**src/assert_macros.svh**
```systemverilog
// Shared assertion macros for the line encoder.
`ifndef ASSERT_MACROS_SVH
`define ASSERT_MACROS_SVH

// The consequent must hold in the same cycle as the antecedent.
`define ASSERT_SAME(label, clk, rst, ante, cons, msg) \
   label: assert property (@(posedge clk) disable iff (rst) (ante) |-> (cons)) \
      else $error(msg);

// The consequent must hold in the cycle after the antecedent.
`define ASSERT_NEXT(label, clk, rst, ante, cons, msg) \
   label: assert property (@(posedge clk) disable iff (rst) (ante) |=> (cons)) \
      else $error(msg);

`endif

```
**src/alie_pkg.sv**
```systemverilog
package alie_pkg;

   localparam int TOKEN_CHARS = 8;
   localparam int LEN_W = $clog2(TOKEN_CHARS + 1);

   localparam logic [7:0] CH_TAB    = 8'h09;
   localparam logic [7:0] CH_CR     = 8'h0D;
   localparam logic [7:0] CH_SPACE  = 8'h20;
   localparam logic [7:0] CH_LPAREN = 8'h28;
   localparam logic [7:0] CH_PLUS   = 8'h2B;
   localparam logic [7:0] CH_MINUS  = 8'h2D;
   localparam logic [7:0] CH_SLASH  = 8'h2F;
   localparam logic [7:0] CH_ZERO   = 8'h30;
   localparam logic [7:0] CH_NINE   = 8'h39;
   localparam logic [7:0] CH_SEMI   = 8'h3B;
   localparam logic [7:0] CH_EQ     = 8'h3D;
   localparam logic [7:0] CH_AT     = 8'h40;
   localparam logic [7:0] CH_NUL    = 8'h00;

   localparam logic [15:0] LIT_MAX = 16'd32767;
   localparam logic [15:0] LIT_SAT = 16'd32768;

   localparam logic [1:0] KIND_SKIP = 2'd0;
   localparam logic [1:0] KIND_ADDR = 2'd1;
   localparam logic [1:0] KIND_COMP = 2'd2;

   // Lookup results carry the miss flag in the top bit and a zero code on a miss.
   localparam logic [7:0] COMP_MISS = 8'h80;
   localparam logic [3:0] FIELD_MISS = 4'h8;

   typedef enum logic [7:0] {
      PH_START = 8'b0000_0001,
      PH_ADDR  = 8'b0000_0010,
      PH_SKIP  = 8'b0000_0100,
      PH_FIRST = 8'b0000_1000,
      PH_COMP  = 8'b0001_0000,
      PH_JUMP  = 8'b0010_0000,
      PH_CDONE = 8'b0100_0000,
      PH_ADONE = 8'b1000_0000
   } phase_type;

   typedef struct packed {
      logic [TOKEN_CHARS-1:0][7:0] chars;
      logic [LEN_W-1:0]            len;
      logic                        broken;
   } tok_type;

   typedef struct packed {
      phase_type   phase;
      tok_type     tok;
      logic        space;
      logic        slash;
      logic [3:0]  held_dest;
      logic [7:0]  held_comp;
      logic [15:0] lit;
   } line_state_type;

   typedef struct packed {
      logic [7:0] comp;
      logic [3:0] dest;
      logic [3:0] jump;
   } lookup_type;

   typedef struct packed {
      logic [1:0]  line_kind;
      logic [14:0] literal_value;
      logic        literal_bad;
      logic [6:0]  comp_code;
      logic [2:0]  dest_code;
      logic [2:0]  jump_code;
      logic        comp_bad;
      logic        dest_bad;
      logic        jump_bad;
   } rsp_data_type;

   function automatic logic is_blank(logic [7:0] c);
      return (c == CH_SPACE) || (c >= CH_TAB && c <= CH_CR);
   endfunction

   // Keys hold up to four characters, first character in the top byte, zero padded.
   function automatic logic [7:0] comp_find(logic [31:0] key);
      case (key)
         {"0", 24'h0}:   return {1'b0, 7'd42};
         {"1", 24'h0}:   return {1'b0, 7'd63};
         {"-1", 16'h0}:  return {1'b0, 7'd58};
         {"D", 24'h0}:   return {1'b0, 7'd12};
         {"A", 24'h0}:   return {1'b0, 7'd48};
         {"!D", 16'h0}:  return {1'b0, 7'd13};
         {"!A", 16'h0}:  return {1'b0, 7'd49};
         {"-D", 16'h0}:  return {1'b0, 7'd15};
         {"-A", 16'h0}:  return {1'b0, 7'd51};
         {"D+1", 8'h0}:  return {1'b0, 7'd31};
         {"A+1", 8'h0}:  return {1'b0, 7'd55};
         {"D-1", 8'h0}:  return {1'b0, 7'd14};
         {"A-1", 8'h0}:  return {1'b0, 7'd50};
         {"D+A", 8'h0}:  return {1'b0, 7'd2};
         {"D-A", 8'h0}:  return {1'b0, 7'd19};
         {"A-D", 8'h0}:  return {1'b0, 7'd7};
         {"D&A", 8'h0}:  return {1'b0, 7'd0};
         {"D|A", 8'h0}:  return {1'b0, 7'd21};
         {"M", 24'h0}:   return {1'b0, 7'd112};
         {"!M", 16'h0}:  return {1'b0, 7'd113};
         {"-M", 16'h0}:  return {1'b0, 7'd115};
         {"M+1", 8'h0}:  return {1'b0, 7'd119};
         {"M-1", 8'h0}:  return {1'b0, 7'd114};
         {"D+M", 8'h0}:  return {1'b0, 7'd66};
         {"D-M", 8'h0}:  return {1'b0, 7'd83};
         {"M-D", 8'h0}:  return {1'b0, 7'd71};
         {"D&M", 8'h0}:  return {1'b0, 7'd64};
         {"D|M", 8'h0}:  return {1'b0, 7'd85};
         default:        return COMP_MISS;
      endcase
   endfunction

   function automatic logic [3:0] dest_find(logic [31:0] key);
      case (key)
         "null":         return 4'd0;
         {"M", 24'h0}:   return 4'd1;
         {"D", 24'h0}:   return 4'd2;
         {"MD", 16'h0}:  return 4'd3;
         {"A", 24'h0}:   return 4'd4;
         {"AM", 16'h0}:  return 4'd5;
         {"AD", 16'h0}:  return 4'd6;
         {"AMD", 8'h0}:  return 4'd7;
         default:        return FIELD_MISS;
      endcase
   endfunction

   function automatic logic [3:0] jump_find(logic [31:0] key);
      case (key)
         "null":         return 4'd0;
         {"JGT", 8'h0}:  return 4'd1;
         {"JEQ", 8'h0}:  return 4'd2;
         {"JGE", 8'h0}:  return 4'd3;
         {"JLT", 8'h0}:  return 4'd4;
         {"JNE", 8'h0}:  return 4'd5;
         {"JLE", 8'h0}:  return 4'd6;
         {"JMP", 8'h0}:  return 4'd7;
         default:        return FIELD_MISS;
      endcase
   endfunction

endpackage

```
**src/alie_req_if.sv**
```systemverilog
interface alie_req_if;
   logic       valid;
   logic       ready;
   logic [7:0] char_code;
   logic       line_end;

   modport source (output valid, output char_code, output line_end, input ready);
   modport sink (input valid, input char_code, input line_end, output ready);
endinterface

```
**src/alie_rsp_if.sv**
```systemverilog
interface alie_rsp_if;
   logic        valid;
   logic        ready;
   logic [1:0]  line_kind;
   logic [14:0] literal_value;
   logic        literal_bad;
   logic [6:0]  comp_code;
   logic [2:0]  dest_code;
   logic [2:0]  jump_code;
   logic        comp_bad;
   logic        dest_bad;
   logic        jump_bad;

   modport source (output valid, output line_kind, output literal_value,
                   output literal_bad, output comp_code, output dest_code,
                   output jump_code, output comp_bad, output dest_bad,
                   output jump_bad, input ready);
   modport sink (input valid, input line_kind, input literal_value,
                 input literal_bad, input comp_code, input dest_code,
                 input jump_code, input comp_bad, input dest_bad,
                 input jump_bad, output ready);
endinterface

```
**src/alie_match.sv**
```systemverilog
module alie_match (
   input  alie_pkg::tok_type    tok,
   output alie_pkg::lookup_type lookup
);

   logic [31:0] key;
   logic        miss;

   // Characters past the token length are never compared.
   always_comb begin
      for (int k = 0; k < 4; k++) begin
         key[31 - 8*k -: 8] = (tok.len > alie_pkg::LEN_W'(k)) ? tok.chars[k] : alie_pkg::CH_NUL;
      end
   end

   assign miss = tok.broken || (tok.len > alie_pkg::LEN_W'(4));

   always_comb begin
      if (miss) begin
         lookup.comp = alie_pkg::COMP_MISS;
         lookup.dest = alie_pkg::FIELD_MISS;
         lookup.jump = alie_pkg::FIELD_MISS;
      end else begin
         lookup.comp = alie_pkg::comp_find(key);
         lookup.dest = alie_pkg::dest_find(key);
         lookup.jump = alie_pkg::jump_find(key);
      end
   end

endmodule

```
**src/assembly_line_instruction_encoder_core.sv**
```systemverilog
// Channel   Direction  Payload
// req_chan  in         char_code, line_end
// rsp_chan  out        line_kind, literal_value, literal_bad, comp/dest/jump codes and flags
//
// Each side takes one transaction per cycle unless stalled; the character stage computes the
// next line state from the token compare and the multiply-by-ten accumulate.
// A line end passes the input, snapshot and result registers before its result is offered.
// Reset is synchronous and clears all control state; the token characters are not cleared.
// While the result stage stalls, ordinary characters keep flowing; a line end waits only when
// both the snapshot and the result register hold a line.
`include "assert_macros.svh"

module assembly_line_instruction_encoder_core (
   input logic        clock,
   input logic        reset,
   alie_req_if.sink   req_chan,
   alie_rsp_if.source rsp_chan
);

   function automatic logic is_done(alie_pkg::phase_type ph);
      return ph inside {alie_pkg::PH_SKIP, alie_pkg::PH_CDONE, alie_pkg::PH_ADONE};
   endfunction

   function automatic alie_pkg::line_state_type clear_token(alie_pkg::line_state_type s);
      alie_pkg::line_state_type r;
      r = s;
      r.tok.len = '0;
      r.tok.broken = 1'b0;
      r.space = 1'b0;
      return r;
   endfunction

   function automatic alie_pkg::line_state_type line_clear(alie_pkg::line_state_type s);
      alie_pkg::line_state_type r;
      r = clear_token(s);
      r.phase = alie_pkg::PH_START;
      r.slash = 1'b0;
      r.held_dest = '0;
      r.held_comp = '0;
      r.lit = '0;
      return r;
   endfunction

   function automatic alie_pkg::line_state_type load_null(alie_pkg::line_state_type s);
      alie_pkg::line_state_type r;
      r = clear_token(s);
      r.tok.chars[0] = "n";
      r.tok.chars[1] = "u";
      r.tok.chars[2] = "l";
      r.tok.chars[3] = "l";
      r.tok.len = alie_pkg::LEN_W'(4);
      return r;
   endfunction

   function automatic alie_pkg::line_state_type token_add(alie_pkg::line_state_type s,
                                                         logic [7:0] c);
      alie_pkg::line_state_type r;
      r = s;
      if (alie_pkg::is_blank(c)) begin
         if (s.tok.len != '0 || s.tok.broken) r.space = 1'b1;
      end else begin
         if (s.space) r.tok.broken = 1'b1;
         r.space = 1'b0;
         if (s.tok.len < alie_pkg::LEN_W'(alie_pkg::TOKEN_CHARS)) begin
            for (int i = 0; i < alie_pkg::TOKEN_CHARS; i++) begin
               if (s.tok.len == alie_pkg::LEN_W'(i)) r.tok.chars[i] = c;
            end
            r.tok.len = s.tok.len + alie_pkg::LEN_W'(1);
         end else begin
            r.tok.broken = 1'b1;
         end
      end
      return r;
   endfunction

   // Address constant: optional sign, then digits; the sum saturates just above the range.
   function automatic alie_pkg::line_state_type addr_take(alie_pkg::line_state_type s,
                                                         logic [7:0] c);
      alie_pkg::line_state_type r;
      logic [19:0] acc;
      logic        lead;
      r = s;
      acc = ({4'd0, s.lit} << 3) + ({4'd0, s.lit} << 1) + {12'd0, c - alie_pkg::CH_ZERO};
      lead = (s.tok.len == '0) && !s.held_dest[0];
      if (!s.tok.broken) begin
         if (c >= alie_pkg::CH_ZERO && c <= alie_pkg::CH_NINE) begin
            r.lit = (acc > {4'd0, alie_pkg::LIT_SAT}) ? alie_pkg::LIT_SAT : acc[15:0];
            r.tok.len = alie_pkg::LEN_W'(1);
         end else if (lead && (c == alie_pkg::CH_PLUS || c == alie_pkg::CH_MINUS)) begin
            r.held_dest = (c == alie_pkg::CH_MINUS) ? 4'd3 : 4'd1;
         end else if (!(lead && alie_pkg::is_blank(c))) begin
            r.tok.broken = 1'b1;
         end
      end
      return r;
   endfunction

   function automatic alie_pkg::line_state_type take(alie_pkg::line_state_type s,
                                                    logic [7:0] c,
                                                    alie_pkg::lookup_type lk);
      alie_pkg::line_state_type r;
      r = s;
      case (s.phase)
         alie_pkg::PH_START: begin
            if (!alie_pkg::is_blank(c)) begin
               if (c == alie_pkg::CH_AT) begin
                  r = clear_token(s);
                  r.phase = alie_pkg::PH_ADDR;
                  r.held_dest = '0;
                  r.lit = '0;
               end else if (c == alie_pkg::CH_LPAREN) begin
                  r.phase = alie_pkg::PH_SKIP;
               end else begin
                  r = token_add(s, c);
                  r.phase = alie_pkg::PH_FIRST;
               end
            end
         end
         alie_pkg::PH_ADDR: begin
            r = addr_take(s, c);
         end
         alie_pkg::PH_FIRST: begin
            if (c == alie_pkg::CH_EQ) begin
               r = clear_token(s);
               r.held_dest = lk.dest;
               r.phase = alie_pkg::PH_COMP;
            end else if (c == alie_pkg::CH_SEMI) begin
               r = clear_token(s);
               r.held_dest = '0;
               r.held_comp = lk.comp;
               r.phase = alie_pkg::PH_JUMP;
            end else begin
               r = token_add(s, c);
            end
         end
         alie_pkg::PH_COMP: begin
            if (c == alie_pkg::CH_SEMI) begin
               r = clear_token(s);
               r.held_comp = lk.comp;
               r.phase = alie_pkg::PH_JUMP;
            end else begin
               r = token_add(s, c);
            end
         end
         alie_pkg::PH_JUMP: begin
            r = token_add(s, c);
         end
         default: begin
            r = s;
         end
      endcase
      return r;
   endfunction

   function automatic alie_pkg::line_state_type enter_comment(alie_pkg::line_state_type s,
                                                             alie_pkg::lookup_type lk);
      alie_pkg::line_state_type r;
      r = s;
      case (s.phase)
         alie_pkg::PH_START, alie_pkg::PH_SKIP: begin
            r.phase = alie_pkg::PH_SKIP;
         end
         alie_pkg::PH_ADDR: begin
            r.phase = alie_pkg::PH_ADONE;
         end
         alie_pkg::PH_FIRST, alie_pkg::PH_COMP: begin
            if (s.phase == alie_pkg::PH_FIRST) r.held_dest = '0;
            r.held_comp = lk.comp;
            r = load_null(r);
            r.phase = alie_pkg::PH_CDONE;
         end
         alie_pkg::PH_JUMP: begin
            r.phase = alie_pkg::PH_CDONE;
         end
         default: begin
            r = s;
         end
      endcase
      return r;
   endfunction

   logic                     in_valid_ff;
   logic [7:0]               in_char_ff;
   logic                     in_end_ff;
   alie_pkg::line_state_type state_ff;
   alie_pkg::line_state_type state_in;
   logic                     snap_valid_ff;
   logic                     snap_valid_in;
   alie_pkg::line_state_type snap_ff;
   alie_pkg::line_state_type snap_in;
   logic                     rsp_valid_ff;
   logic                     rsp_valid_in;
   alie_pkg::rsp_data_type   rsp_data_ff;
   alie_pkg::rsp_data_type   rsp_data_in;

   logic                     req_ready;
   logic                     a_fire;
   logic                     b_free;
   logic                     c_load;
   logic                     active;
   alie_pkg::line_state_type s1;
   alie_pkg::line_state_type s2;
   alie_pkg::line_state_type s3;
   alie_pkg::lookup_type     lk1;
   alie_pkg::lookup_type     lk2;
   logic [7:0]               comp_sel;
   logic [3:0]               dest_sel;
   logic [3:0]               jump_sel;
   logic                     lit_bad;

   assign c_load = snap_valid_ff && (!rsp_valid_ff || rsp_chan.ready);
   assign b_free = !snap_valid_ff || c_load;
   assign a_fire = in_valid_ff && (!in_end_ff || b_free);
   assign req_ready = !in_valid_ff || a_fire;
   assign req_chan.ready = req_ready;

   // A held slash followed by another character is an ordinary character.
   always_comb begin
      active = (in_char_ff != alie_pkg::CH_NUL) && !is_done(state_ff.phase);
      s1 = state_ff;
      if (active && in_char_ff != alie_pkg::CH_SLASH && state_ff.slash) begin
         s1.slash = 1'b0;
         s1 = take(s1, alie_pkg::CH_SLASH, '0);
      end
   end

   alie_match u_match_char (
      .tok    (s1.tok),
      .lookup (lk1)
   );

   always_comb begin
      s2 = s1;
      if (active) begin
         if (in_char_ff == alie_pkg::CH_SLASH) begin
            if (state_ff.slash) begin
               s2.slash = 1'b0;
               s2 = enter_comment(s2, lk1);
            end else begin
               s2.slash = 1'b1;
            end
         end else begin
            s2 = take(s1, in_char_ff, lk1);
         end
      end
      s3 = s2;
      if (s2.slash && !is_done(s2.phase)) begin
         s3.slash = 1'b0;
         s3 = take(s3, alie_pkg::CH_SLASH, '0);
      end
   end

   always_comb begin
      state_in = state_ff;
      snap_in = snap_ff;
      if (a_fire) begin
         if (in_end_ff) begin
            state_in = line_clear(s2);
            snap_in = s3;
         end else begin
            state_in = s2;
         end
      end
      snap_valid_in = (snap_valid_ff && !c_load) || (a_fire && in_end_ff);
      rsp_valid_in = (rsp_valid_ff && !rsp_chan.ready) || c_load;
   end

   alie_match u_match_line (
      .tok    (snap_ff.tok),
      .lookup (lk2)
   );

   // An unfinished dest/comp part closes with an implied null jump.
   always_comb begin
      rsp_data_in = '0;
      comp_sel = '0;
      dest_sel = '0;
      jump_sel = '0;
      lit_bad = (snap_ff.tok.len == '0) || (snap_ff.held_dest[1] && snap_ff.lit != '0) ||
                (snap_ff.lit > alie_pkg::LIT_MAX);
      if (snap_ff.phase inside {alie_pkg::PH_ADDR, alie_pkg::PH_ADONE}) begin
         rsp_data_in.line_kind = alie_pkg::KIND_ADDR;
         rsp_data_in.literal_bad = lit_bad;
         rsp_data_in.literal_value = lit_bad ? '0 : snap_ff.lit[14:0];
      end else if (snap_ff.phase inside {alie_pkg::PH_FIRST, alie_pkg::PH_COMP}) begin
         rsp_data_in.line_kind = alie_pkg::KIND_COMP;
         comp_sel = lk2.comp;
         dest_sel = (snap_ff.phase == alie_pkg::PH_FIRST) ? '0 : snap_ff.held_dest;
      end else if (snap_ff.phase inside {alie_pkg::PH_JUMP, alie_pkg::PH_CDONE}) begin
         rsp_data_in.line_kind = alie_pkg::KIND_COMP;
         comp_sel = snap_ff.held_comp;
         dest_sel = snap_ff.held_dest;
         jump_sel = lk2.jump;
      end
      rsp_data_in.comp_code = comp_sel[6:0];
      rsp_data_in.comp_bad = comp_sel[7];
      rsp_data_in.dest_code = dest_sel[2:0];
      rsp_data_in.dest_bad = dest_sel[3];
      rsp_data_in.jump_code = jump_sel[2:0];
      rsp_data_in.jump_bad = jump_sel[3];
   end

   always_ff @(posedge clock) begin
      if (reset) begin
         in_valid_ff <= 1'b0;
         state_ff <= line_clear(state_ff);
         snap_valid_ff <= 1'b0;
         rsp_valid_ff <= 1'b0;
      end else begin
         if (req_ready) in_valid_ff <= req_chan.valid;
         state_ff <= state_in;
         snap_valid_ff <= snap_valid_in;
         rsp_valid_ff <= rsp_valid_in;
      end
   end

   always_ff @(posedge clock) begin
      if (req_ready) begin
         in_char_ff <= req_chan.char_code;
         in_end_ff <= req_chan.line_end;
      end
      snap_ff <= snap_in;
      if (c_load) rsp_data_ff <= rsp_data_in;
   end

   assign rsp_chan.valid = rsp_valid_ff;
   assign rsp_chan.line_kind = rsp_data_ff.line_kind;
   assign rsp_chan.literal_value = rsp_data_ff.literal_value;
   assign rsp_chan.literal_bad = rsp_data_ff.literal_bad;
   assign rsp_chan.comp_code = rsp_data_ff.comp_code;
   assign rsp_chan.dest_code = rsp_data_ff.dest_code;
   assign rsp_chan.jump_code = rsp_data_ff.jump_code;
   assign rsp_chan.comp_bad = rsp_data_ff.comp_bad;
   assign rsp_chan.dest_bad = rsp_data_ff.dest_bad;
   assign rsp_chan.jump_bad = rsp_data_ff.jump_bad;

   `ASSERT_NEXT(a_line_end_restarts, clock, reset, a_fire && in_end_ff, state_ff.phase == alie_pkg::PH_START && !state_ff.slash && state_ff.tok.len == '0 && state_ff.lit == '0, "Line state not cleared after a line-end transaction.")

   `ASSERT_SAME(a_kind_known, clock, reset, rsp_valid_ff, rsp_chan.line_kind == alie_pkg::KIND_SKIP || rsp_chan.line_kind == alie_pkg::KIND_ADDR || rsp_chan.line_kind == alie_pkg::KIND_COMP, "Result carries an unknown line kind.")

   `ASSERT_SAME(a_non_compute_clean, clock, reset, rsp_valid_ff && rsp_chan.line_kind != alie_pkg::KIND_COMP, rsp_chan.comp_code == '0 && rsp_chan.dest_code == '0 && rsp_chan.jump_code == '0 && !rsp_chan.comp_bad && !rsp_chan.dest_bad && !rsp_chan.jump_bad, "Compute fields set on a non-compute result.")

   `ASSERT_SAME(a_bad_means_zero, clock, reset, rsp_valid_ff, (!rsp_chan.literal_bad || rsp_chan.literal_value == '0) && (!rsp_chan.comp_bad || rsp_chan.comp_code == '0) && (!rsp_chan.dest_bad || rsp_chan.dest_code == '0) && (!rsp_chan.jump_bad || rsp_chan.jump_code == '0), "A flagged field carries a non-zero code.")

endmodule

```
**src/flat_wrapper.sv**
```systemverilog
// flat-port wrapper written by rule: the top's interface ports become plain ports
module assembly_line_instruction_encoder_core_flat 
  (clock, reset, req_chan_valid, req_chan_char_code, req_chan_line_end, req_chan_ready, rsp_chan_valid, rsp_chan_line_kind, rsp_chan_literal_value, rsp_chan_literal_bad, rsp_chan_comp_code, rsp_chan_dest_code, rsp_chan_jump_code, rsp_chan_comp_bad, rsp_chan_dest_bad, rsp_chan_jump_bad, rsp_chan_ready);
  alie_req_if req_chan_i ();
  alie_rsp_if rsp_chan_i ();
  input logic clock;
  input logic reset;
  input wire logic [$bits(req_chan_i.valid)-1:0] req_chan_valid;
  input wire logic [$bits(req_chan_i.char_code)-1:0] req_chan_char_code;
  input wire logic [$bits(req_chan_i.line_end)-1:0] req_chan_line_end;
  output wire logic [$bits(req_chan_i.ready)-1:0] req_chan_ready;
  output wire logic [$bits(rsp_chan_i.valid)-1:0] rsp_chan_valid;
  output wire logic [$bits(rsp_chan_i.line_kind)-1:0] rsp_chan_line_kind;
  output wire logic [$bits(rsp_chan_i.literal_value)-1:0] rsp_chan_literal_value;
  output wire logic [$bits(rsp_chan_i.literal_bad)-1:0] rsp_chan_literal_bad;
  output wire logic [$bits(rsp_chan_i.comp_code)-1:0] rsp_chan_comp_code;
  output wire logic [$bits(rsp_chan_i.dest_code)-1:0] rsp_chan_dest_code;
  output wire logic [$bits(rsp_chan_i.jump_code)-1:0] rsp_chan_jump_code;
  output wire logic [$bits(rsp_chan_i.comp_bad)-1:0] rsp_chan_comp_bad;
  output wire logic [$bits(rsp_chan_i.dest_bad)-1:0] rsp_chan_dest_bad;
  output wire logic [$bits(rsp_chan_i.jump_bad)-1:0] rsp_chan_jump_bad;
  input wire logic [$bits(rsp_chan_i.ready)-1:0] rsp_chan_ready;
  assign req_chan_i.valid = req_chan_valid;
  assign req_chan_i.char_code = req_chan_char_code;
  assign req_chan_i.line_end = req_chan_line_end;
  assign req_chan_ready = req_chan_i.ready;
  assign rsp_chan_valid = rsp_chan_i.valid;
  assign rsp_chan_line_kind = rsp_chan_i.line_kind;
  assign rsp_chan_literal_value = rsp_chan_i.literal_value;
  assign rsp_chan_literal_bad = rsp_chan_i.literal_bad;
  assign rsp_chan_comp_code = rsp_chan_i.comp_code;
  assign rsp_chan_dest_code = rsp_chan_i.dest_code;
  assign rsp_chan_jump_code = rsp_chan_i.jump_code;
  assign rsp_chan_comp_bad = rsp_chan_i.comp_bad;
  assign rsp_chan_dest_bad = rsp_chan_i.dest_bad;
  assign rsp_chan_jump_bad = rsp_chan_i.jump_bad;
  assign rsp_chan_i.ready = rsp_chan_ready;
  assembly_line_instruction_encoder_core u_core (.clock(clock), .reset(reset), .req_chan(req_chan_i), .rsp_chan(rsp_chan_i));
endmodule
```
**config.mk**
```make
export PLATFORM = sky130hd
export DESIGN_NAME = assembly_line_instruction_encoder_core_flat
export DESIGN_NICKNAME = d
export VERILOG_FILES = /design/src/alie_pkg.sv /design/src/alie_req_if.sv /design/src/alie_rsp_if.sv /design/src/alie_match.sv /design/src/assembly_line_instruction_encoder_core.sv /design/src/flat_wrapper.sv
export VERILOG_INCLUDE_DIRS = /design/src /design/src/src
export SDC_FILE = /design/constraint.sdc
export NUM_CORES = 1
export LEC_CHECK = 0
export BUFFER_PORTS_ARGS = -buffer_cell sky130_fd_sc_hd__buf_4
export CAP_MARGIN = 20
export CORE_MARGIN = 2
export CORE_UTILIZATION = 57
export DETAILED_ROUTE_END_ITERATION = 16
export HOLD_SLACK_MARGIN = 0.02
export PLACE_DENSITY = 0.77
export SLEW_MARGIN = 5
export SYNTH_ARGS = -nofsm -noshare
export SYNTH_HDL_FRONTEND = slang
export SYNTH_SLANG_ARGS = --single-unit
```
**constraint.sdc**
```tcl
create_clock -name clock -period 4.7 [get_ports clock]
set_input_delay 1.41 -clock clock [delete_from_list [all_inputs] [get_ports clock]]
set_output_delay 1.41 -clock clock [all_outputs]
set_load 0.01 [all_outputs]
```
* Yosys cells after proc, flatten, opt, wreduce, memory -nomap -nowiden
Index checks and enable logic that the tools add are counted.
Operators by class: $add $sub $neg 6, order comparisons 19, eq/ne operators 138, multiplexer cells 92, bitwise gates (word level) 3, reduce and logical (&&, ||, !) cells 59
Operators by type and width (count):
- 32-bit by 31-bit == test with 1-bit output (second input constant) | 62
- 107-bit 2-to-1 mux | 9
- 107-bit one-hot mux with 3 select lines | 2
- 32-bit by 30-bit == test with 1-bit output (second input constant) | 18
- 107-bit one-hot mux with 5 select lines | 1
- 8-bit one-hot mux with 28 select lines | 2
- 8-bit 2-to-1 mux | 34
- 68-bit 2-to-1 mux | 3
- 4-bit one-hot mux with 8 select lines | 4
- 103-bit 2-to-1 mux | 1
- 99-bit 2-to-1 mux | 1
- 8-bit by 6-bit == test with 1-bit output (second input constant) | 11
- 16-bit 2-to-1 mux | 5
- 78-bit 2-to-1 mux | 1
- 69-bit 2-to-1 mux | 1
- 67-bit 2-to-1 mux | 1
- 4-bit by 3-bit == test with 1-bit output (second input constant) | 12
- 4-bit 2-to-1 mux | 9
- 8-bit by 2-bit == test with 1-bit output (second input constant) | 4
- 8-bit by 4-bit == test with 1-bit output (second input constant) | 4
- 8-bit by 5-bit == test with 1-bit output (second input constant) | 4
- 8-bit by 7-bit == test with 1-bit output (second input constant) | 4
- 28-bit 2-to-1 mux | 1
- 4-bit by 2-bit == test with 1-bit output (second input constant) | 6
- other kinds (37) | 117
Word-level totals: bits in registers 226, bits of input ports 13, output and inout port bits 36, logic and storage cells 357

* Logic depth before layout (Yosys ltp)
Gate-level depths: netlist (run 1).
depth after elaboration 22, mapped depth 21, depth with buffers taken out 18

* By module
A second synthesis (run 1) with hierarchy kept.
Unflattened totals: cell total of the unflattened synthesis 1696, area, all modules 16470.8 sq um
Modules (own cells, without submodules):
- assembly_line_instruction_encoder_core | times used 1, cells an instance 1270, area an instance 13710.6 sq um, sequential area each 7287.0 sq um
- alie_match | times used 2, cells an instance 213, area an instance 1380.1 sq um, sequential area each 0.0 sq um

* Least setup slack after synthesis (run 1)
OpenSTA, ideal clock, no wires.
path type flip-flop to flip-flop, start register u_core.state_ff[101] (netlist bit), end register u_core.snap_ff[16] (netlist bit), data pin, library setup time 0.256 ns, data arrival time 4.577 ns, data required time 4.444 ns, slack -0.134 ns, cell stages (with the launch flop) 19, buffers on the path 4, clock period less this slack 4.834 ns, path through dfxtp_1 buf_6 or4_1 buf_2 or4_4 o21ai_1 and2_1 clkbuf_1 ha_1 o211ai_1 or4_1 and3b_1 clkbuf_1 o211ai_1 nand2_1 a2111oi_2 o2111ai_2 o21a_2 a22o_1
RTL lines:
- start: declaration | RTL line assembly_line_instruction_encoder_core.sv:185 | alie_pkg::line_state_type state_ff;
- start signal: assignment | RTL line assembly_line_instruction_encoder_core.sv:306 | state_ff <= line_clear(state_ff);
- start signal: assignment | RTL line assembly_line_instruction_encoder_core.sv:311 | state_ff <= state_in;
- end signal: assignment | RTL line assembly_line_instruction_encoder_core.sv:322 | snap_ff <= snap_in;
- end: declaration | RTL line assembly_line_instruction_encoder_core.sv:189 | alie_pkg::line_state_type snap_ff;

==> flow_metrics.tcl, run 1 <==
set metrics [dict create \
    drtAntennaViolNets 0 \
    ys_top_cells_by_count "sky130_fd_sc_hd__nand2_1 (153), sky130_fd_sc_hd__edfxtp_1 (148), sky130_fd_sc_hd__nor2_1 (131), sky130_fd_sc_hd__o21ai_0 (75), sky130_fd_sc_hd__nor3_1 (62)" \
    holdCritPathClass "register to register" \
    clock_tree.htree_level_count 4 \
    synth-main-ff-cell "sky130_fd_sc_hd__edfxtp_1" \
    antenna_violations_before_repair 1 \
    dr.max_layer_used "met4" \
    cts_inserted_buffers 17 \
    number_of_logic_stages_on_the_critical_path_including_buffering 18 \
    worstPathCellList "inv_1 -> ha_1 -> nand4bb_1 -> nor2b_1 -> or4_4 -> nor2_2 -> xnor2_2 -> inv_1 -> ha_1 -> o211ai_1 -> or4_1 -> and3b_2 -> nand3_1 -> nor3_1 -> nor2_1 -> nand4_1 -> or4bb_1 -> a22o_1" \
    outcome "finished clean" \
    tritoncts_num_sinks 194 \
    crit_share_post_route_pct 97.15 \
    buffer_ports.inserted 48 \
    fmax_ghz 0.2190 \
    drt-total-wl_um 41430 \
    endpoint_kind "register" \
    drive_above_1_share_pct 15.50 \
    final_critical_path_setup_slack_ps 133.9 \
    first_pass_grt_wire_length_um 63210 \
    met1_length_um 17100 \
    worst-endpoint-required_ps 4890 \
    clock_skew_ps 17.87 \
    cts.reportedPaths.clkPinSlew_ps 70 \
    overflow 0 \
    synth_edf_count 148 \
    antenna_cells_inserted 0 \
    detailedPlacementHpwl_um 31170 \
    regToRegStartpoint "u_core.in_char_ff[4]" \
    master_of_the_slowest_instance_on_the_critical_path "sky130_fd_sc_hd__or4_4" \
    cp-endpoint "u_core.snap_ff[16]" \
    shortest_period_the_worst_path_allows_ps 4566 \
    whs_ps 451.5 \
    critical_path_type "register to register" \
    clk_root_buffer_cell "sky130_fd_sc_hd__clkbuf_16" \
    peakVddDrop_uv 251.9 \
    critical_path.reg2reg.endpoint "u_core.snap_ff[16]" \
    drt_pre_antenna_iters 6 \
    power.density_cell_area_nw_per_um2 259.2 \
    met2_wirelength_um 17900 \
    critical_path_arrival_ps 4750 \
    critical_path.max_stage_delay_ps 590 \
    mappedNetlistArea_um2 12940 \
    worst_slew_margin_rel_pct 34.78 \
    detail_route.drc_violations 0 \
    unrepaired_setup_endpoints_after_global_routing "false" \
    leakagePower_nw 5.717 \
    cts_tree "built" \
    global_routing_usage_summed_across_all_routing_layers_pct 34.00 \
    cp.buffers_inverters 2 \
    async_reset_ff_share_pct 0 \
    ff2ff_path_depth 18 \
    dr_wl_met3_um 4918 \
    setup.worst_path.start_class "register" \
    timing.max_cap.violations 0 \
    synthMostInstantiatedCell "sky130_fd_sc_hd__nand2_1" \
    core_um2 22430 \
    dr_total_vias 12490 \
    final_hold_viol_count 0 \
    route.detailed.wl_per_inst_um 22.68 \
    design.portCount 49 \
    fraction_of_post_synthesis_cell_area_in_the_top_cell_type_by_area_pct 34.35 \
    tightest_pin_transition_ps 974.7 \
    worst-r2r-setup-slack_ps 130 \
    drt-initial-drc-count 1736 \
    synth_top_area_cell "sky130_fd_sc_hd__edfxtp_1" \
    synthTopCellsByArea "sky130_fd_sc_hd__edfxtp_1 (34%), sky130_fd_sc_hd__dfxtp_1 (7.1%), sky130_fd_sc_hd__nand2_1 (4.4%), sky130_fd_sc_hd__ha_1 (4.3%), sky130_fd_sc_hd__nor2_1 (3.8%)" \
    setup_viol_count_final 0 \
    largest_net_degree_at_the_start_of_global_routing 75 \
    ys_seq_area_share_pct 41.47 \
    clock_latency_ps 440 \
    netlist_instances 1437 \
    synth.distinct_cells 91 \
    crit_fanout 10 \
    chipWidth_um 154.7 \
    first_global_vias 11350 \
    place_congestion 0.9916 \
    placement.setup.worst_slack_ps 88.54 \
    mappedNetlistNets 1500 \
    ys.warnings.count 0 \
    synth_seq_cells 194 \
    min_delay_path_depth 2 \
    route.detailed.vias_per_inst 6.837 \
    initial_standard_cell_utilization_of_the_core_pct 57.67 \
    maxSlewViolCount 0 \
    final_net_count 1592 \
    num_rows 55 \
    post_synth.cell_area_avg_um2 9.003 \
    clockBufferDepth 2 \
    floorplan.die_area_um2 23920 \
    setup.worst_path.start "u_core.in_char_ff[4]" \
    tns_ps 0 \
    layout-area-overhead-vs-synth_pct 14.64 \
    die_h_um 154.7 \
    critical-path-top-delay-family "simple AND/OR/NAND/NOR gates" \
]
==> timing repair <==
item,in CTS,in global routing
buffers inserted,0,2
setup endpoints to repair,0,44
endpoints found under the hold margin,0,0
gates resized for setup,0,28
hold buffers,0,0
==> kinds of logic (layout without fill, tap and decap cells) <==
kind of cell	count (synthesis)	count (layout)	share of synthesized area [%]
xor+xnor	29	29	1.963
compound gates	367	367	20.16
mux	1	1	0.07737
flops	194	194	41.47
fa+ha+maj	50	50	5.184
buf+inv	118	223	3.578
simple gates	678	678	27.56
==> per-layer routing <==
layer	GRT usage, %	vias to the layer above
li1	-	5674
met1	49.07	5843
met2	51.68	858
met3	5.772	116
met4	12.39	0
met5	0	-
==> final cells by class <==
class,instances,area [um^2]
fillers,1828,7602
multi-input cells,1125,7288
flip-flops and latches,194,5366
repair buffers,138,1033
clock buffers,18,439.2
well taps,285,356.6
inverters,53,198.9
clock inverters,14,148.9
==> flip-flops by register name (all words and copies together), names as in the netlist <==
register and flops:
u_core.state_ff 75, u_core.snap_ff 73, u_core.rsp_chan.literal_value 15, u_core.in_char_ff 8
u_core.rsp_chan.comp_code 7, u_core.rsp_chan.dest_code 3, u_core.rsp_chan.jump_code 3, u_core.rsp_chan.line_kind 2
u_core.in_end_ff 1, u_core.in_valid_ff 1, u_core.rsp_chan.comp_bad 1, u_core.rsp_chan.dest_bad 1
u_core.rsp_chan.jump_bad 1, u_core.rsp_chan.literal_bad 1, u_core.rsp_chan.valid 1, u_core.snap_valid_ff 1
==> through the flow <==
step / utilization (%) / cell area [um^2] / cells / power (mW)
6_report: 66.11 / 14830 / 1827 / 3.845
5_1_grt: 66.11 / 14830 / 1827 / 3.944
2_1_floorplan: - / 12950 / 1437 / 2.232
4_1_cts: 65.45 / 14680 / 1825 / 3.833
3_3_place_gp: 62.81 / 14090 / 1792 / 2.385
3_5_place_dp: 62.83 / 14100 / 1793 / 2.394
==> cells in the final DEF, fill, tap and decap left out, types with 43 or more instances in the layout <==
master	instances
sky130_fd_sc_hd__edfxtp_1	148
sky130_fd_sc_hd__and3_1	46
sky130_fd_sc_hd__a21oi_1	54
sky130_fd_sc_hd__ha_1	43
sky130_fd_sc_hd__buf_4	137
sky130_fd_sc_hd__o21ai_0	74
sky130_fd_sc_hd__dfxtp_1	45
sky130_fd_sc_hd__inv_1	53
sky130_fd_sc_hd__nand3_1	55
sky130_fd_sc_hd__nor3_1	61
sky130_fd_sc_hd__nor2_1	128
sky130_fd_sc_hd__nand2_1	153
==> how the worst min path moves through the flow <==
| stage | start | endpoint | slack (ps) |
|---|---|---|---|
| detailed placement | u_core.state_ff[17] | u_core.state_ff[17] | 440 |
| CTS | u_core.state_ff[17] | u_core.state_ff[17] | 450 |
| global route | u_core.state_ff[17] | u_core.state_ff[17] | 460 |
| floorplan | u_core.state_ff[18] | u_core.state_ff[18] | 420 |
| finish | u_core.state_ff[17] | u_core.state_ff[17] | 450 |
| global placement | u_core.state_ff[22] | u_core.state_ff[22] | 440 |
==> power by group <==
part / switching [mW] / leakage [nW] / internal, mW
Sequential: 0.0409 / 1.75 / 1.89
Clock: 0.703 / 0.282 / 0.764
Combinational: 0.284 / 3.68 / 0.162
==> worst min-delay path: cells and delay by family, from the launching register on <==
kind | cells | cell delay (ps)
simple gates | 1 | 50
compound gates | 1 | 50
flops | 1 | 310
(Power assumes the default switching activity.)
==> inputs of run 2 (changes only) <==
- CAP_MARGIN: 20 -> 30
- SETUP_SLACK_MARGIN: not set -> 0.4
==> run 2 against run 1 <==
  * Total power grew 0.25%
  * Clock-buffer cell count is 1 higher
  * Utilization up 3.5 points
  * First-iteration DRC count is 5.6% lower
  * Design area increased by 5.3%
  * Worst hold slack about the same
  * Flip-flop and latch count is the same
  * Via count rose by 2.9%
  * Fmax rose by 3.4%
  * Setup slack improved by 150 ps
  * Die area did not move
  * Wire length is 4.0% higher
==> flow_metrics.tcl, run 2 (synthesis gave the netlist of run 1 again) <==
set metrics [dict create \
    regToRegStartpoint "u_core.in_char_ff[5]" \
    flop_pwr_share_pct 50.1 \
    clockBufferDepth 2 \
    timing.max_cap.violations 0 \
    ff2ff_path_depth 18 \
    drt-total-wl_um 43080 \
    clock_tree.htree_level_count 4 \
    fin_total_pwr_mw 3.855 \
    core_um2 22430 \
    clk_root_buffer_cell "sky130_fd_sc_hd__clkbuf_16" \
    share_clk_of_total_power_pct 37.2 \
    drtAntennaViolNets 0 \
    initial_standard_cell_utilization_of_the_core_pct 57.67 \
    shortest_period_the_worst_path_allows_ps 4415 \
    route.detailed.wl_per_inst_um 23.18 \
    holdCritPathClass "register to register" \
    holdCritStartpoint "u_core.state_ff[17]" \
    combPwrFrac_pct 12.6 \
    drive_above_1_share_pct 21.79 \
    most-common-layout-cells "sky130_fd_sc_hd__buf_4 (157), sky130_fd_sc_hd__nand2_1 (148), sky130_fd_sc_hd__edfxtp_1 (148)" \
    unrepaired_setup_endpoints_after_global_routing "true" \
    fmax_ghz 0.2265 \
    switchingPower_mw 1.049 \
    die_h_um 154.7 \
    clock_skew_ps 16.92 \
    overflow 0 \
    leakagePower_nw 5.988 \
    max_reg_flops 75 \
    global_routing_usage_summed_across_all_routing_layers_pct 35.18 \
    nFillCells 1676 \
    detailedPlacementHpwl_um 31340 \
    worst-endpoint-required_ps 4890 \
    chipWidth_um 154.7 \
    buffer_ports.inserted 48 \
    setup.worst_path.start_class "register" \
    final_hold_viol_count 0 \
    sequential_standard_cell_area_um2 5376 \
    placement.cell_area_um2 14140 \
    antenna_violations_before_repair 0 \
    tritoncts_num_sinks 194 \
    final_area_um2 15630 \
    multi_input_area_um2 7807 \
    register_bank_with_the_most_flops "u_core.state_ff" \
    num_rows 55 \
    outcome "finished clean" \
    worst_slew_margin_rel_pct 39.28 \
    cts_inserted_buffers 17 \
    drt-initial-drc-count 1639 \
    whs_ps 451.8 \
    floorplan.die_area_um2 23920 \
    cts.reportedPaths.clkPinSlew_ps 80 \
    min_to "u_core.state_ff[17]" \
    dr_total_vias 12860 \
    detail_route.drc_violations 0 \
    cts_tree "built" \
    layout.cells.most_common "sky130_fd_sc_hd__buf_4" \
    design.portCount 49 \
    peakVddDrop_uv 236.3 \
    worst-r2r-setup-slack_ps 290 \
    tightest_pin_transition_ps 904.0 \
    critical_path_type "register to register" \
    crit_fanout 5 \
    tns_ps 0 \
    antenna_cells_inserted 0 \
    switching_share_pct 27.22 \
    largest_net_degree_at_the_start_of_global_routing 75 \
    endpoint_kind "register" \
    first_global_vias 11620 \
    critical_path.reg2reg.endpoint "u_core.snap_ff[16]" \
    route.detailed.vias_per_inst 6.917 \
    clock_latency_ps 450 \
    power.density_cell_area_nw_per_um2 246.7 \
    fin_util_pct 69.65 \
    critical_path_arrival_ps 4610 \
    drt_pre_antenna_iters 6 \
    maxSlewViolCount 0 \
    layout-area-overhead-vs-synth_pct 20.77 \
    first_pass_grt_wire_length_um 65470 \
    setup_viol_count_final 0 \
    p_int_mw 2.805 \
    final_net_count 1624 \
    min_delay_path_depth 2 \
    crit_share_post_route_pct 93.93 \
    place_congestion 1.044 \
]
-- run 2: through the flow --
step | setup slack, ps | std cells
floorplan | 173.8 | 1437
global placement | -5.731 | 1794
detailed placement | -8.840 | 1795
CTS | 362.9 | 1845
global route | 191.2 | 1859
finish | 285.2 | 1859
-- run 2: per-layer routing --
metal  vias to the layer above  track usage [%]  part of all wire, %
met2                       936            54.36                   45
met5                         -                0                    0
met1                      6017            49.77                   39
met3                       160            5.744                   12
li1                       5745                -                    -
met4                         0            13.89                  4.1
-- run 2: repair_timing --
| item | in CTS | in global routing |
|---|---|---|
| buffers inserted | 17 | 10 |
| resized for setup | 59 | 79 |
| hold buffers | 0 | 0 |
| endpoints found under the setup margin | 59 | 93 |
| cloned | 1 | 2 |
| pin swaps | 26 | 32 |
-- run 2: worst max path at each step --
stage | startpoint | to | slack [ps]
global placement | u_core.in_char_ff[4] | u_core.snap_ff[10] | -6
detailed placement | u_core.in_char_ff[4] | u_core.state_ff[12] | -9
global route | u_core.in_char_ff[5] | u_core.snap_ff[16] | 190
finish | u_core.in_char_ff[5] | u_core.snap_ff[16] | 290
floorplan | u_core.state_ff[101] | u_core.snap_ff[16] | 170
CTS | u_core.in_char_ff[5] | u_core.snap_ff[16] | 360
-- run 2: layout make-up --
class	count	area share, %
Clock inverter	13	0.7527
Multi-Input combinational cell	1127	49.97
Timing Repair Buffer	168	8.416
Sequential cell	194	34.41
Clock buffer	19	2.899
Tap cell	285	2.282
Inverter	53	1.273
-- run 2: critical path, cell delays in order (launching register included) --
cell and delay (ps):
sky130_fd_sc_hd__edfxtp_1 450, sky130_fd_sc_hd__buf_6 170, sky130_fd_sc_hd__inv_2 60, sky130_fd_sc_hd__ha_2 190, sky130_fd_sc_hd__nor3b_4 270, sky130_fd_sc_hd__nand2_2 140
sky130_fd_sc_hd__o41ai_4 140, sky130_fd_sc_hd__or3_4 240, sky130_fd_sc_hd__and2_4 200, sky130_fd_sc_hd__ha_4 150, sky130_fd_sc_hd__o211ai_1 90, sky130_fd_sc_hd__or4_4 480
sky130_fd_sc_hd__and3b_2 280, sky130_fd_sc_hd__o211ai_1 140, sky130_fd_sc_hd__nand2_2 120, sky130_fd_sc_hd__a2111oi_4 400, sky130_fd_sc_hd__o2111ai_4 200, sky130_fd_sc_hd__o21a_2 270
sky130_fd_sc_hd__a22o_1 180
-- run 2: power by group through the flow --
stage	clock network (mW)	logic, mW	registers (mW)
final	1.43	0.487	1.93
after floorplan	0	0.278	1.96
after CTS	1.44	0.440	1.93
after global placement	0	0.421	1.97
after global routing	1.50	0.519	1.94
after detailed placement	0	0.427	1.97
==> inputs of run 3 (changes only) <==
- CORE_UTILIZATION: 57 -> 55
- PLACE_DENSITY: 0.77 -> 0.75
==> run 3 against run 2 <==
  * Flip-flop and latch count unchanged
  * Worst hold slack better by 3.5 ps
  * Critical path depth shrank 3
  * Largest power group unchanged
  * Sequential share of layout area is 0.57 points lower
  * Critical path type unchanged
  * Highest routed layer unchanged
  * First-iteration DRC count down 10%
  * Critical endpoint unchanged
==> flow_metrics.tcl, run 3 (synthesis gave the netlist of run 1 again) <==
set metrics [dict create \
    clockBufferDepth 2 \
    drt_pre_antenna_iters 6 \
    shortest_period_the_worst_path_allows_ps 4418 \
    floorplan.die_area_um2 24770 \
    nFillCells 1857 \
    crit_fanout 4 \
    endpoint_kind "register" \
    dr_total_vias 12790 \
    crit_share_post_route_pct 94.00 \
    critical_path_type "register to register" \
    final_area_um2 15870 \
    placement.cell_area_um2 14140 \
    master_of_the_slowest_instance_on_the_critical_path "sky130_fd_sc_hd__or4_4" \
    detailedPlacementHpwl_um 31500 \
    fin_util_pct 68.24 \
    final_critical_path_setup_slack_ps 282.0 \
    cts.reportedPaths.clkPinSlew_ps 80 \
    setup_viol_count_final 0 \
    first_pass_grt_wire_length_um 64830 \
    cts_inserted_buffers 17 \
    critical_path_arrival_ps 4610 \
    chipWidth_um 157.4 \
    sequential_standard_cell_area_um2 5371 \
    final_net_count 1629 \
    drtAntennaViolNets 0 \
    min_to "u_core.state_ff[17]" \
    cpMostUsedCell "sky130_fd_sc_hd__or4_4" \
    register_bank_with_the_most_flops "u_core.state_ff" \
    critical_path.reg2reg.endpoint "u_core.snap_ff[16]" \
    drive_above_1_share_pct 23.18 \
    clock_latency_ps 450 \
    worstPathCellList "or4_4 -> or4_4 -> or3_4 -> and2_4 -> ha_4 -> buf_4 -> o21ai_2 -> a21o_1 -> nand2_2 -> a41o_1 -> a32o_2 -> a221oi_4 -> o2111ai_4 -> o21a_2 -> a22o_1" \
    fin_total_pwr_mw 3.911 \
    holdCritPathClass "register to register" \
    largest_net_degree_at_the_start_of_global_routing 64 \
    most-common-layout-cells "sky130_fd_sc_hd__buf_4 (162), sky130_fd_sc_hd__nand2_1 (149), sky130_fd_sc_hd__edfxtp_1 (148)" \
    ff2ff_path_depth 15 \
    fmax_ghz 0.2263 \
    regToRegStartpoint "u_core.state_ff[100]" \
    die_h_um 157.4 \
    setup.worst_path.start "u_core.state_ff[100]" \
    leakagePower_nw 6.026 \
    timing.max_cap.violations 0 \
    design.portCount 49 \
    max_reg_flops 75 \
    power.density_cell_area_nw_per_um2 246.4 \
    layout-area-overhead-vs-synth_pct 22.70 \
    multi_input_area_um2 7966 \
    antenna_cells_inserted 0 \
    worst-r2r-setup-slack_ps 280 \
    core_um2 23260 \
    peakVddDrop_uv 196.1 \
    holdCritStartpoint "u_core.state_ff[17]" \
    clock_skew_ps 19.80 \
    clk_root_buffer_cell "sky130_fd_sc_hd__clkbuf_16" \
    initial_standard_cell_utilization_of_the_core_pct 55.62 \
    route.detailed.vias_per_inst 6.739 \
    buffer_ports.inserted 48 \
    drt-total-wl_um 43870 \
    drt-initial-drc-count 1472 \
    tritoncts_num_sinks 194 \
    overflow 0 \
    first_global_vias 11750 \
    critical_path.max_stage_delay_ps 600 \
    detail_route.drc_violations 0 \
    placement.setup.worst_slack_ps -77.71 \
    outcome "finished clean" \
    route.detailed.wl_per_inst_um 23.12 \
    worst_slew_margin_rel_pct 36.99 \
    layout.cells.most_common "sky130_fd_sc_hd__buf_4" \
    num_rows 56 \
    place_congestion 1.080 \
    clock_tree.htree_level_count 4 \
    worst-endpoint-required_ps 4890 \
    place_inst 1823 \
    maxSlewViolCount 0 \
    post_layout_instance_count_excluding_filler_cells 1898 \
    tightest_pin_transition_ps 938.0 \
    cts-hold-fix-buffers 0 \
    antenna_violations_before_repair 0 \
    min_delay_path_depth 2 \
    cts_tree "built" \
    unrepaired_setup_endpoints_after_global_routing "true" \
    final_hold_viol_count 0 \
    setup.worst_path.start_class "register" \
    global_routing_usage_summed_across_all_routing_layers_pct 34.25 \
]
run 3: cell count changes in the layout (fill, tap and decap cells not counted), moves of 3 or more:
cell | previous run | this run
sky130_fd_sc_hd__o21ai_0 | 64 | 61
sky130_fd_sc_hd__buf_4 | 157 | 162
sky130_fd_sc_hd__o21ai_2 | 5 | 9
sky130_fd_sc_hd__o21a_4 | 0 | 3
sky130_fd_sc_hd__ha_4 | 8 | 5
sky130_fd_sc_hd__a31oi_2 | 0 | 3
sky130_fd_sc_hd__o21a_1 | 13 | 9
sky130_fd_sc_hd__o31ai_2 | 2 | 6
sky130_fd_sc_hd__o31ai_1 | 11 | 6
run 3: cell type report:
class	count	share of cell area, %
tap	319	2.514
clock buffer	18	2.767
clock inverter	14	0.9301
sequential	194	33.84
inverter	53	1.253
multi-input combinational	1127	50.19
timing repair buffer	173	8.513
run 3: per-layer routing:
metal,global-route usage (%),wire [um],up-vias
li1,-,-,5745
met1,47.40,18000,6126
met2,52.78,19300,761
met3,5.975,4552,158
met4,15.11,2019,0
met5,0,0,-
run 3: how the worst max path moves through the flow:
stage	slack, ps	end
2_1_floorplan	170	u_core.snap_ff[16]
3_5_place_dp	-80	u_core.snap_ff[5]
4_1_cts	330	u_core.state_ff[25]
6_report	280	u_core.snap_ff[16]
5_1_grt	140	u_core.snap_ff[16]
3_3_place_gp	80	u_core.snap_ff[5]
run 3: power breakdown:
part / total, mW / switching (mW) / internal [mW]
Sequential: 1.94 / 0.0439 / 1.89
Combinational: 0.493 / 0.305 / 0.188
Clock: 1.48 / 0.717 / 0.766
Total: 3.91 / 1.07 / 2.85
run 3: worst max-delay path, delay by kind of cell, from the launching register on:
| kind | cells | cell delay [ps] |
|---|---|---|
| AO/OA/AOI/OAI | 8 | 1750 |
| adder cells (fa/ha/maj) | 1 | 160 |
| buffers and inverters | 1 | 120 |
| flip-flops | 1 | 330 |
| AND/OR/NAND/NOR | 5 | 1790 |
run 3: per-stage QoR:
step / TNS, ps / hold WS, ps
final: 0 / 455.4
after global placement: 0 / 433.2
after floorplan: 0 / 424.9
after global routing: 0 / 491.6
after detailed placement: -489.7 / 447.8
after CTS: 0 / 457.6
run 3: repair_timing:
action / in CTS / in global routing
gates resized for setup: 50 / 120
pin swaps: 11 / 29
buffers inserted: 9 / 31
setup endpoints to repair: 64 / 95
gates cloned: 2 / 0
